## config.mk

```make
export PLATFORM = sky130hd
export DESIGN_NAME = der_tlv_stream_encoder
export DESIGN_NICKNAME = d
export VERILOG_FILES = /design/src/dertlv_pkg.sv /design/src/der_tlv_stream_encoder.sv /design/src/dertlv_front.sv /design/src/dertlv_queue.sv /design/src/dertlv_back.sv
export SDC_FILE = /design/constraint.sdc
export NUM_CORES = 1
export LEC_CHECK = 0
export BUFFER_PORTS_ARGS = -buffer_cell sky130_fd_sc_hd__buf_2
export CAP_MARGIN = 20
export CORE_MARGIN = 1.5
export CORE_UTILIZATION = 50
export CTS_CLUSTER_SIZE = 25
export DETAILED_ROUTE_END_ITERATION = 10
export PLACE_DENSITY = 0.7
export SYNTH_ARGS = -nofsm -noshare
export SYNTH_HDL_FRONTEND = slang
export SYNTH_SLANG_ARGS = --single-unit
```

## constraint.sdc

```tcl
create_clock -name clock -period 17 [get_ports clock]
set_input_delay 1.7 -clock clock [delete_from_list [all_inputs] [get_ports clock]]
set_output_delay 1.7 -clock clock [all_outputs]
set_load 0.05 [all_outputs]
```

## src/dertlv_pkg.sv

```systemverilog
package dertlv_pkg;

   localparam logic       OP_HEADER      = 1'b0;
   localparam logic       OP_VALUE       = 1'b1;
   localparam logic [7:0] SHORT_FORM_MAX = 8'd127;
   localparam logic [7:0] LONG_FORM_FLAG = 8'h80;

   typedef enum logic [1:0] {
      ERR_NONE       = 2'd0,
      ERR_OVERFLOW   = 2'd1,
      ERR_NON_ASCII  = 2'd2,
      ERR_UNEXPECTED = 2'd3
   } err_type;

   // One classified item handed from the front to the back.
   typedef struct packed {
      logic [7:0]  first_byte;   // tag, value byte, or zero for an error
      logic [31:0] content_len;
      logic [2:0]  nlen;         // long-form length byte count, 0 for short form
      logic [2:0]  last_idx;     // index of the final beat of this item
      err_type     err;
      logic [31:0] written0;     // bytes_written on the first beat
   } cmd_type;

endpackage

```

## src/der_tlv_stream_encoder.sv

```systemverilog
// Channel   Dir  Handshake              Payload
// req_      in   req_tvalid/req_tready  tuser operation; tdata tag, length, check, byte
// rsp_      out  rsp_tvalid/rsp_tready  tdata byte, error, offset; tlast end of item
// csr_      in   csr_we                 csr_wdata buffer capacity
//
// One input beat is taken per cycle while the command queue has room.
// A header makes 2 to 6 output beats and a value byte or an error makes one;
// the output register sends one beat per cycle while rsp_tready is high, so
// headers with long lengths fill the queue and hold req_tready low until the
// back side drains it. Each input beat is registered in the queue and then
// in the output register. Reset is synchronous and clears offset, remaining
// count, ASCII mode and the queue; capacity resets to all ones.
module der_tlv_stream_encoder #(
   parameter int QUEUE_DEPTH = 4
) (
   input  logic        clock,
   input  logic        reset,
   input  logic        csr_we,
   input  logic [31:0] csr_wdata,
   input  logic        req_tvalid,
   output logic        req_tready,
   // [7:0] tag, [39:8] content_len, [40] check_ascii, [48:41] value_byte,
   // [55:49] zero
   input  logic [55:0] req_tdata,
   // [0] operation
   input  logic        req_tuser,
   output logic        rsp_tvalid,
   input  logic        rsp_tready,
   // [7:0] out_byte, [9:8] error_code, [41:10] bytes_written, [47:42] zero
   output logic [47:0] rsp_tdata,
   output logic        rsp_tlast
);
   import dertlv_pkg::*;

   cmd_type     push_cmd;
   cmd_type     head_cmd;
   logic        q_full;
   logic        q_empty;
   logic        q_pop;
   logic [7:0]  out_byte;
   logic [1:0]  error_code;
   logic [31:0] bytes_written;

   assign req_tready = !q_full;

   dertlv_front u_front (
      .clock       (clock),
      .reset       (reset),
      .csr_we      (csr_we),
      .csr_wdata   (csr_wdata),
      .in_valid    (req_tvalid),
      .in_ready    (req_tready),
      .operation   (req_tuser),
      .tag         (req_tdata[7:0]),
      .content_len (req_tdata[39:8]),
      .check_ascii (req_tdata[40]),
      .value_byte  (req_tdata[48:41]),
      .cmd         (push_cmd)
   );

   dertlv_queue #(
      .DEPTH (QUEUE_DEPTH)
   ) u_queue (
      .clock     (clock),
      .reset     (reset),
      .push      (req_tvalid),
      .push_data (push_cmd),
      .full      (q_full),
      .pop       (q_pop),
      .pop_data  (head_cmd),
      .empty     (q_empty)
   );

   dertlv_back u_back (
      .clock         (clock),
      .reset         (reset),
      .cmd           (head_cmd),
      .cmd_valid     (!q_empty),
      .cmd_pop       (q_pop),
      .out_valid     (rsp_tvalid),
      .out_ready     (rsp_tready),
      .out_byte      (out_byte),
      .out_last      (rsp_tlast),
      .error_code    (error_code),
      .bytes_written (bytes_written)
   );

   assign rsp_tdata = {6'd0, bytes_written, error_code, out_byte};

endmodule

```

## src/dertlv_front.sv

```systemverilog
module dertlv_front (
   input  logic                clock,
   input  logic                reset,
   input  logic                csr_we,
   input  logic [31:0]         csr_wdata,
   input  logic                in_valid,
   input  logic                in_ready,
   input  logic                operation,
   input  logic [7:0]          tag,
   input  logic [31:0]         content_len,
   input  logic                check_ascii,
   input  logic [7:0]          value_byte,
   output dertlv_pkg::cmd_type cmd
);
   import dertlv_pkg::*;

   logic [31:0] capacity_ff, capacity_in;
   logic [31:0] offset_ff, offset_in;
   logic [31:0] vleft_ff, vleft_in;
   logic        ascii_ff, ascii_in;

   logic [2:0]  nlen;
   logic [33:0] total;
   logic [31:0] room;
   logic        hdr_ovf;
   logic        accept;

   assign accept = in_valid && in_ready;

   always_comb begin
      if (content_len > {24'd0, SHORT_FORM_MAX}) begin
         if (content_len[31:24] != 8'd0) begin
            nlen = 3'd4;
         end else if (content_len[23:16] != 8'd0) begin
            nlen = 3'd3;
         end else if (content_len[15:8] != 8'd0) begin
            nlen = 3'd2;
         end else begin
            nlen = 3'd1;
         end
      end else begin
         nlen = 3'd0;
      end
   end

   // The whole item (tag, length bytes and value bytes) must fit in the room left.
   assign total   = {2'b00, content_len} + {31'd0, nlen} + 34'd2;
   assign room    = capacity_ff - offset_ff;
   assign hdr_ovf = (offset_ff > capacity_ff) || (total > {2'b00, room});

   always_comb begin
      capacity_in = csr_we ? csr_wdata : capacity_ff;
      offset_in   = offset_ff;
      vleft_in    = vleft_ff;
      ascii_in    = ascii_ff;

      cmd.first_byte  = 8'd0;
      cmd.content_len = content_len;
      cmd.nlen        = nlen;
      cmd.last_idx    = 3'd0;
      cmd.err         = ERR_NONE;
      cmd.written0    = offset_ff;

      if (operation == OP_HEADER) begin
         if (hdr_ovf) begin
            cmd.err  = ERR_OVERFLOW;
            vleft_in = 32'd0;
         end else begin
            cmd.first_byte = tag;
            cmd.last_idx   = nlen + 3'd1;
            cmd.written0   = offset_ff + 32'd1;
            offset_in      = offset_ff + 32'd2 + {29'd0, nlen};
            vleft_in       = content_len;
            ascii_in       = check_ascii;
         end
      end else begin
         if (vleft_ff == 32'd0) begin
            cmd.err  = ERR_UNEXPECTED;
            vleft_in = 32'd0;
         end else if (ascii_ff && value_byte[7]) begin
            cmd.err  = ERR_NON_ASCII;
            vleft_in = 32'd0;
         end else if (offset_ff >= capacity_ff) begin
            cmd.err  = ERR_OVERFLOW;
            vleft_in = 32'd0;
         end else begin
            cmd.first_byte = value_byte;
            cmd.written0   = offset_ff + 32'd1;
            offset_in      = offset_ff + 32'd1;
            vleft_in       = vleft_ff - 32'd1;
         end
      end
   end

   always_ff @(posedge clock) begin
      if (reset) begin
         capacity_ff <= 32'hFFFF_FFFF;
         offset_ff   <= 32'd0;
         vleft_ff    <= 32'd0;
         ascii_ff    <= 1'b0;
      end else begin
         capacity_ff <= capacity_in;
         if (accept) begin
            offset_ff <= offset_in;
            vleft_ff  <= vleft_in;
            ascii_ff  <= ascii_in;
         end
      end
   end

endmodule

```

## src/dertlv_queue.sv

```systemverilog
module dertlv_queue #(
   parameter int DEPTH = 4
) (
   input  logic                clock,
   input  logic                reset,
   input  logic                push,
   input  dertlv_pkg::cmd_type push_data,
   output logic                full,
   input  logic                pop,
   output dertlv_pkg::cmd_type pop_data,
   output logic                empty
);
   import dertlv_pkg::*;

   localparam int PW = (DEPTH > 1) ? $clog2(DEPTH) : 1;
   localparam int CW = $clog2(DEPTH + 1);
   localparam logic [PW-1:0] LAST_PTR = PW'(DEPTH - 1);
   localparam logic [CW-1:0] FULL_CNT = CW'(DEPTH);

   cmd_type         slot_ff [DEPTH];
   logic [PW-1:0]   wr_ptr_ff, wr_ptr_in;
   logic [PW-1:0]   rd_ptr_ff, rd_ptr_in;
   logic [CW-1:0]   count_ff, count_in;
   logic            do_push, do_pop;

   assign full     = (count_ff == FULL_CNT);
   assign empty    = (count_ff == '0);
   assign do_push  = push && !full;
   assign do_pop   = pop && !empty;
   assign pop_data = slot_ff[rd_ptr_ff];

   always_comb begin
      wr_ptr_in = wr_ptr_ff;
      rd_ptr_in = rd_ptr_ff;
      count_in  = count_ff;
      if (do_push) begin
         wr_ptr_in = (wr_ptr_ff == LAST_PTR) ? '0 : wr_ptr_ff + PW'(1);
      end
      if (do_pop) begin
         rd_ptr_in = (rd_ptr_ff == LAST_PTR) ? '0 : rd_ptr_ff + PW'(1);
      end
      if (do_push && !do_pop) begin
         count_in = count_ff + CW'(1);
      end else if (do_pop && !do_push) begin
         count_in = count_ff - CW'(1);
      end
   end

   always_ff @(posedge clock) begin
      if (reset) begin
         wr_ptr_ff <= '0;
         rd_ptr_ff <= '0;
         count_ff  <= '0;
      end else begin
         wr_ptr_ff <= wr_ptr_in;
         rd_ptr_ff <= rd_ptr_in;
         count_ff  <= count_in;
      end
   end

   always_ff @(posedge clock) begin
      if (do_push) begin
         slot_ff[wr_ptr_ff] <= push_data;
      end
   end

endmodule

```

## src/dertlv_back.sv

```systemverilog
module dertlv_back (
   input  logic                clock,
   input  logic                reset,
   input  dertlv_pkg::cmd_type cmd,
   input  logic                cmd_valid,
   output logic                cmd_pop,
   output logic                out_valid,
   input  logic                out_ready,
   output logic [7:0]          out_byte,
   output logic                out_last,
   output logic [1:0]          error_code,
   output logic [31:0]         bytes_written
);
   import dertlv_pkg::*;

   logic [2:0]  idx_ff, idx_in;
   logic        valid_ff, valid_in;
   logic [7:0]  byte_ff, byte_in;
   logic        last_ff, last_in;
   logic [1:0]  err_ff;
   logic [31:0] written_ff, written_in;
   logic        advance;
   logic        at_last;
   logic [2:0]  sel;

   assign advance = cmd_valid && (!valid_ff || out_ready);
   assign at_last = (idx_ff == cmd.last_idx);
   assign cmd_pop = advance && at_last;

   // Length bytes go out big-endian; sel counts down from nlen to 1.
   assign sel = cmd.nlen + 3'd2 - idx_ff;

   always_comb begin
      case (idx_ff)
         3'd0: byte_in = cmd.first_byte;
         3'd1: byte_in = (cmd.nlen == 3'd0) ? cmd.content_len[7:0]
                                            : (LONG_FORM_FLAG | {5'd0, cmd.nlen});
         default: begin
            case (sel)
               3'd1:    byte_in = cmd.content_len[7:0];
               3'd2:    byte_in = cmd.content_len[15:8];
               3'd3:    byte_in = cmd.content_len[23:16];
               3'd4:    byte_in = cmd.content_len[31:24];
               default: byte_in = 8'd0;
            endcase
         end
      endcase
   end

   assign last_in    = at_last;
   assign written_in = cmd.written0 + {29'd0, idx_ff};

   always_comb begin
      if (advance) begin
         valid_in = 1'b1;
         idx_in   = at_last ? 3'd0 : idx_ff + 3'd1;
      end else begin
         valid_in = valid_ff && !out_ready;
         idx_in   = idx_ff;
      end
   end

   always_ff @(posedge clock) begin
      if (reset) begin
         valid_ff <= 1'b0;
         idx_ff   <= 3'd0;
      end else begin
         valid_ff <= valid_in;
         idx_ff   <= idx_in;
      end
   end

   always_ff @(posedge clock) begin
      if (advance) begin
         byte_ff    <= byte_in;
         last_ff    <= last_in;
         err_ff     <= cmd.err;
         written_ff <= written_in;
      end
   end

   assign out_valid     = valid_ff;
   assign out_byte      = byte_ff;
   assign out_last      = last_ff;
   assign error_code    = err_ff;
   assign bytes_written = written_ff;

endmodule
```

Word-level counts from Yosys, hierarchy flattened
Memory sizes are Yosys's and may differ from the RTL's. A register that Yosys moved wholly into a read port is not among the register bits.
Cells that the tools add are included.

cells by class
  multiplexer cells = 40
  $add $sub $neg = 16
  equal/unequal tests = 10
  magnitude comparators = 4
  reduce and logical (&&, ||, !) cells = 26
  bitwise logic cells = 2

operator list
  cell                   count
  $mux 32                11
  $add 32x3->32          2
  $mux 8                 6
  $add 34x2->34 const B  1
  $gt 34x32->1           1
  $mux 34                1
  $add 32x3->33          1
  $add 32x1->32 const B  1
  $add 32x2->32 const B  1
  $ge 32x32->1           1
  $gt 32x32->1           1
  $gt 32x7->1 const B    1
  $logic_not 32->1       1
  $pmux 8 s4             1
  $sub 32x1->32 const B  1
  $sub 32x32->32         1
  $mux 3                 8
  $reduce_bool 8->1      3
  $pmux 8 s2             1
  $mux 2                 7
  $add 3x1->3 const B    3
  $logic_not 3->1        3
  $logic_and 1x1->1      8
  $eq 3x1->1 const B     2
  other kinds (16)       31

storage, ports and cells
  memory bits (writable) = 320
  bits of input ports = 94
  output and inout port bits = 51
  word-level logic and storage cells = 112
  register bits after elaboration = 151
  memories kept = 1

memory list
  name             words  bits a word  read ports  clocked after Yosys merged registers in  write ports  line                text
  u_queue.slot_ff  4      80           1           1                                        1            dertlv_queue.sv:20  cmd_type slot_ff [DEPTH];

Depth between registers and ports, before layout
Gate-level depths: netlist (run 1).

  word-level depth = 11
  mapped depth = 35
  depth with buffers taken out = 29

Modules after synthesis
Synthesis (run 1) repeated with hierarchy kept, for this count alone.

unflattened totals
  cell total of the unflattened synthesis = 1945
  area total of the unflattened synthesis = 24130.6 µm²

modules (own cells, without submodules)
  module                  sequential area each (µm²)  times used  cells an instance  area each (µm²)
  dertlv_queue            9789.4                      1           468                12015.3
  dertlv_front            1941.9                      1           1207               9160.0
  dertlv_back             1371.3                      1           261                2899.0
  der_tlv_stream_encoder  0.0                         1           9                  56.3

Worst setup path before layout (run 1)
No wires, ideal clock.

  path type = input to register
  start = input port req_tdata[37]
  end = memory u_queue.slot_ff[0][1] (netlist name), data pin
  setup time = 0.273 ns
  data required time = 16.727 ns
  buffers on the path = 4
  setup slack = 8.465 ns
  stages = 32
  data arrival time = 8.262 ns
  path through = buf_2 or4_4 buf_6 nor2_2 inv_1 a21oi_1 ha_1 inv_1 fa_1 nand4b_1 a31oi_1 o21ai_0 xor2_1 nand3b_1 nor3b_1 nand2_1 nor3_1 nand3_1 xnor2_1 ha_1 nand4_1 or2_2 nor2_1 inv_1 a31oi_1 o21a_1 o21ai_0 and3_1 buf_4 a21oi_1 buf_2 mux2_1

RTL lines
  item                line                          text
  start: declaration  der_tlv_stream_encoder.sv:24  input logic [55:0] req_tdata,
  end: declaration    dertlv_queue.sv:20

==> results of run 1 <==
## metrics by stage
| step | utilization [%] | cells | hold WS (ns) | power, uW |
|---|---|---|---|---|
| 4_1_cts | 56.64 | 2808 | 0.4611 | 3659 |
| 6_report | 56.66 | 2810 | 0.4612 | 3649 |
| 5_1_grt | 56.66 | 2810 | 0.4784 | 3802 |
| 2_1_floorplan | - | 2059 | 0.4349 | 2331 |
| 3_3_place_gp | 53.32 | 2722 | 0.4502 | 2577 |
| 3_5_place_dp | 53.38 | 2723 | 0.4516 | 2608 |
## kinds of logic after synthesis
family,after synthesis,share of synthesized area (%)
buffers and inverters,193,3.407
and+or+nand+nor,595,12.24
xor gates and xnor gates,160,5.777
muxes,135,8.842
adders and majority gates,97,5.108
DFF,473,53.49
other,1,0.01531
AOI/OAI and AO/OA,400,11.12
## area by class of cell
class,instances,area share [%]
antenna,1,0.009193
clock buffer,60,4.647
tap,615,2.827
clock inverter,25,1.108
timing repair buffer,149,2.969
multi-input combinational,1393,38.98
inverter,94,1.296
sequential,473,48.16
## cell usage after synthesis, types with 13 or more instances
master,n,area share [%]
edfxtp_1,363,45
nand2_1,148,2.3
nor2_1,127,1.9
xnor2_1,118,4.2
a21oi_1,114,2.3
dfxtp_1,110,9.0
inv_1,93,1.4
ha_1,92,4.7
mux4_2,64,5.9
nand3_1,64,1.3
mux2i_1,60,2.5
o21ai_0,60,1.2
nor3_1,53,1.1
clkbuf_1,51,0.78
xor2_1,41,1.5
nand4_1,40,1.0
a21o_1,27,0.83
and3_1,26,0.66
nor4_1,26,0.66
or4_1,26,0.80
o31ai_1,21,0.64
buf_2,19,0.39
nor2b_1,16,0.41
a221oi_1,14,0.50
a211oi_1,13,0.40
buf_1,13,0.20
o221ai_1,13,0.46
or3_1,13,0.33
## flip-flops by register name, summed over array words and instances (netlist names), named ones only
name	cells
u_front.offset_ff	32
u_back.bytes_written	32
u_back.error_code	2
u_front.ascii_ff	1
u_back.out_valid	1
u_back.out_last	1
u_queue.rd_ptr_ff	2
u_back.idx_ff	3
u_queue.wr_ptr_ff	2
u_queue.count_ff	3
u_front.capacity_ff	32
u_front.vleft_ff	32
u_back.out_byte	8
u_queue.slot_ff	320
## path summary, 6_finish.rpt
check | start | to | slack, ns
hold reg to reg | u_front.ascii_ff | u_front.ascii_ff | 0.46
setup reg to reg | u_front.offset_ff[0] | u_front.vleft_ff[13] | 10.59
hold / removal | u_front.ascii_ff | u_front.ascii_ff | 0.46
setup / recovery | req_tdata[33] | u_front.vleft_ff[13] | 6.32
## power breakdown
group | switching, uW | internal, uW
logic | 723 | 361
registers | 71.6 | 1440
clock network | 433 | 619
total | 1230 | 2420
## worst max-delay path: cells and delay by family
family	cells	cell delay, ns
compound gates	10	2.72
xor+xnor	2	0.43
fa+ha+maj	3	1.24
buf+inv	3	0.60
simple gates	11	4.45
## routing by layer
metal / GRT usage, % / vias up / share of wire [%]
met1: 36.43 / 8586 / 43
met2: 39.69 / 714 / 47
met4: 7.015 / 2 / 2.2
li1: - / 8043 / -
met3: 3.410 / 108 / 8.0
met5: 0 / - / 0.017
==> reports/qor.txt, run 1 <==
Run status -> complete, no violations
Highest achievable clock rate -> 0.09361 GHz
Required time at the worst-slack endpoint -> 17.50 ns
GR Util All Layers -> 25.10%
Worst clock skew -> 0.02158 ns
Routed vias/inst -> 6.211
Die area -> 50330 um^2
Slew Viols, Final -> 0
Fraction of synthesis flops using an asynchronous set or reset pin -> 0%
Static leakage -> 0.009576 uW
Clock buffers created by TritonCTS -> 47
CTS sink count -> 473
Area growth, synth to finish -> 11.13%
Area after DPL -> 25650 um^2
Slew at the pin closest to its max-slew limit -> 1.124 ns
Max-cap check violation count -> 0
Initial standard-cell utilization of the core -> 50.98%
Critical path type -> primary input to flip-flop
IR drop worst, VDD -> 0.07933 mV
Arrival time of the worst setup path -> 11.19 ns
Initial DRC Count -> 1793
Most common cell type on the critical path -> o21ai_0
Setup Total Neg Slack -> 0 ns
Total I/O pin count -> 145
Hold violation total from the final report -> 0
Number of enable-type register cells in the synthesized netlist -> 363
Setup-violating endpoint count in the final report -> 0
Remaining global-route overflow -> 0
Most used cells in the layout excluding fill and tap cells -> edfxtp_1, nand2_1, buf_2
Worst path setup slack after routing -> 6.318 ns
Fin area -> 27220 um^2
CP Capture Type -> flip-flop
Worst max-slew margin expressed relative to the limit -> 24.82%
Detailed placement HPWL -> 43.39 mm
Number of nets in the final layout -> 2349
Cell count of the worst hold path -> 2
Total power per unit cell area -> 134.1 nW/um^2
Number of antenna violations at the first check in global routing -> 4
Quantity of hold-fixing buffers added after cts -> 0
Die Span Y -> 224.3 um
Logic depth of the worst register-to-register path -> 22
CTS tree -> yes
Die width -> 224.3 um
Clock root buffer -> clkbuf_16
Area of combinational cells with multiple inputs -> 10610 um^2
Wire length of the first global-routing pass -> 97.08 mm
Routed wire length -> 63.07 mm
Flip-flop and latch count after synthesis -> 473
Slowest CP cell -> nor2_1
Count of input and output buffers -> 131
CP Max Fanout -> 15
Setup repair after global routing missed its margin -> no
Hold Crit Class -> flip-flop to flip-flop
Shortest period the worst path allows -> 10.68 ns
First-pass DRT Iterations -> 6
Total DRC errors in the routed layout -> 0
Number of standard cells after synthesis -> 2054
Clock latency on the worst-skew pair -> 0.58 ns
Yosys synthesis warning count -> 0
Share of final-layout standard cells stronger than drive strength 1 -> 14.90%
Clock tree buffer depth -> 3
Wirelength per Cell -> 22.44 um
Number of library cell types mapped by synthesis -> 91
H-tree level count -> 2
Number of global-route vias before repair -> 16810
Antenna Violating Nets Remaining -> 0
Worst Setup Start Kind -> primary input
Area taken by flip-flops and latches -> 13110 um^2
CTS resizes -> 0
Leading register cell type out of synthesis -> edfxtp_1
Largest net degree at the start of global routing -> 59
CTS clk-pin slew, worst paths -> 0.06 ns
Share of synthesized area occupied by flip-flops and latches -> 53.49%
Most frequent standard cell in the layout excluding fill and tap cells -> edfxtp_1
Routability congestion estimate -> 0.9012
Period utilization -> 62.84%
Post-CTS repair timing setup buffer count -> 0
Placeable Area -> 48050 um^2
Via count -> 17450
Average footprint of a synthesized cell -> 11.93 um^2
Row Count -> 80
Fillers -> 3937
Cell Area, Synth -> 24490 um^2
Delay contributed by the slowest stage of the critical path -> 0.88 ns
Post-placement worst setup slack -> 5.845 ns
(Power assumes the default switching activity.)
==> inputs of run 2 (changes only) <==
Settings changed: PLACE_DENSITY 0.7 to 0.72.
Clock period 17 ns to 8.6 ns, I/O delays scaled along.
==> reports/qor.txt, run 2 (same netlist as run 1, synthesis figures left out) <==
Share of final-layout standard cells stronger than drive strength 1 -> 15.66%
Total power per unit cell area -> 262.7 nW/um^2
Most frequent standard cell in the layout excluding fill and tap cells -> edfxtp_1
Routed wire length -> 64.46 mm
Most used cells in the layout excluding fill and tap cells -> edfxtp_1, nand2_1, buf_2
Initial standard-cell utilization of the core -> 50.98%
Area taken by flip-flops and latches -> 13110 um^2
Number of global-route vias before repair -> 17120
Delay contributed by the slowest stage of the critical path -> 0.77 ns
End point of the worst hold path -> u_front.capacity_ff[13]
Cell count of the worst hold path -> 2
Setup-violating endpoint count in the final report -> 0
Clock root buffer -> clkbuf_16
Row Count -> 80
Crit path max-delay family -> simple AND/OR/NAND/NOR gates
Remaining global-route overflow -> 0
Clock latency on the worst-skew pair -> 0.59 ns
Wire length of the first global-routing pass -> 98.02 mm
Most common cell type on the critical path -> inv_1
Endpoint of the worst-slack reg-to-reg timing path -> u_queue.slot_ff[3][22]
Max-cap check violation count -> 0
Detailed placement HPWL -> 45.04 mm
Register-to-Register Setup Slack -> 2.27 ns
Total I/O pin count -> 145
Antenna Violating Nets Remaining -> 0
CP Max Fanout -> 31
Clock buffers created by TritonCTS -> 48
Number of buffer and inverter instances along the worst setup path -> 6
CTS clk-pin slew, worst paths -> 0.06 ns
Placeable Area -> 48050 um^2
Period utilization -> 89.63%
Arrival time of the worst setup path -> 8.02 ns
Number of antenna violations at the first check in global routing -> 3
Fillers -> 3944
Setup repair after global routing missed its margin -> no
Routed vias/inst -> 6.243
First-pass DRT Iterations -> 7
Worst clock skew -> 0.01657 ns
Routability congestion estimate -> 0.8603
Hold violation total from the final report -> 0
Logic depth of the worst register-to-register path -> 23
Largest net degree at the start of global routing -> 61
Die area -> 50330 um^2
CTS resizes -> 0
Quantity of hold-fixing buffers added after cts -> 0
Post-CTS repair timing setup buffer count -> 0
Register name with the most flops -> u_queue.slot_ff
IR drop worst, VDD -> 0.1550 mV
Wirelength per Cell -> 22.77 um
Antenna cells -> 0
CTS sink count -> 473
Source of the worst hold timing path -> u_front.capacity_ff[13]
Via count -> 17680
CTS tree -> yes
Initial DRC Count -> 1957
Area of combinational cells with multiple inputs -> 10610 um^2
Clock tree buffer depth -> 3
Shortest period the worst path allows -> 7.708 ns
Critical path type -> primary input to flip-flop
Slew at the pin closest to its max-slew limit -> 1.066 ns
Run status -> complete, no violations
Flip-flop count of the largest register after layout -> 320
Worst max-slew margin expressed relative to the limit -> 28.93%
Slowest CP cell -> or4_1
Setup Total Neg Slack -> 0 ns
GR Util All Layers -> 25.51%
Area growth, synth to finish -> 11.69%
Worst Setup Start Kind -> primary input
Die width -> 224.3 um
Total DRC errors in the routed layout -> 0
Worst path setup slack after routing -> 0.8921 ns
Worst R2R Start -> u_front.offset_ff[0]
Critical path origin -> req_tdata[32]
Post-placement worst setup slack -> 0.4803 ns
CP Capture Type -> flip-flop
H-tree level count -> 2
Slew Viols, Final -> 0
Die Span Y -> 224.3 um
Required time at the worst-slack endpoint -> 8.91 ns
Count of input and output buffers -> 131
Highest achievable clock rate -> 0.1297 GHz
Number of nets in the final layout -> 2370
Static leakage -> 0.009650 uW
Hold Crit Class -> flip-flop to flip-flop
==> run 2: worst max-delay path by stage <==
| stage | to | slack [ns] | cells past startpoint |
|---|---|---|---|
| floorplan | u_queue.slot_ff[0][1] | 0.90 | 32 |
| finish | u_queue.slot_ff[0][23] | 0.89 | 32 |
| global placement | u_queue.slot_ff[0][22] | 0.55 | 30 |
| detailed placement | u_queue.slot_ff[2][22] | 0.48 | 31 |
| CTS | u_queue.slot_ff[3][22] | 1.04 | 31 |
| global route | u_queue.slot_ff[0][26] | 0.39 | 30 |
==> run 2: routing by layer <==
metal	global-route usage, %	share of wire (%)
met4	8.119	2.9
met1	35.41	42
met2	40.98	47
met5	0	0.014
met3	4.468	8.5
==> run 2: final cells by class <==
type / instances / area share [%]
inverters: 94 / 1.290
flip-flops and latches: 473 / 47.92
clock buffers: 67 / 4.724
repair buffers: 169 / 3.567
multi-input cells: 1393 / 38.79
clock inverters: 20 / 0.9009
well taps: 615 / 2.813
==> run 2: where the power goes <==
group          internal (uW)  switching [uW]  total [uW]
logic                    715            1410        2120
registers               2850             159        3010
clock network           1180             878        2060
==> run 2: worst reg2reg max path: stages, from the launching register on <==
cell and delay (ns):
dfxtp_1 0.57, ha_1 0.24, inv_1 0.06, fa_1 0.42, a211oi_1 0.25, o31ai_1 0.17
o311ai_0 0.56, nand3_1 0.24, a21oi_1 0.27, nand2_1 0.15, a21o_1 0.21, a21oi_1 0.25
nor2_1 0.12, o311ai_0 0.39, ha_1 0.32, o21ai_0 0.18, a21oi_1 0.10, o21a_1 0.11
o21ai_0 0.13, and3_1 0.36, a21oi_2 0.12, buf_12 0.19, nor4_1 0.36, xnor2_1 0.30
==> run 2: stage by stage <==
| stage | util (%) | instance area (um^2) | hold slack, ns | instances | power, uW |
|---|---|---|---|---|---|
| detailed placement | 53.73 | 25810 | 0.4665 | 2743 | 5163 |
| finish | 56.94 | 27360 | 0.4739 | 2831 | 7188 |
| global route | 56.94 | 27360 | 0.4708 | 2831 | 7484 |
| CTS | 56.93 | 27350 | 0.4567 | 2830 | 7209 |
| floorplan | - | 24510 | 0.4349 | 2059 | 4609 |
| global placement | 53.73 | 25810 | 0.4504 | 2743 | 5102 |
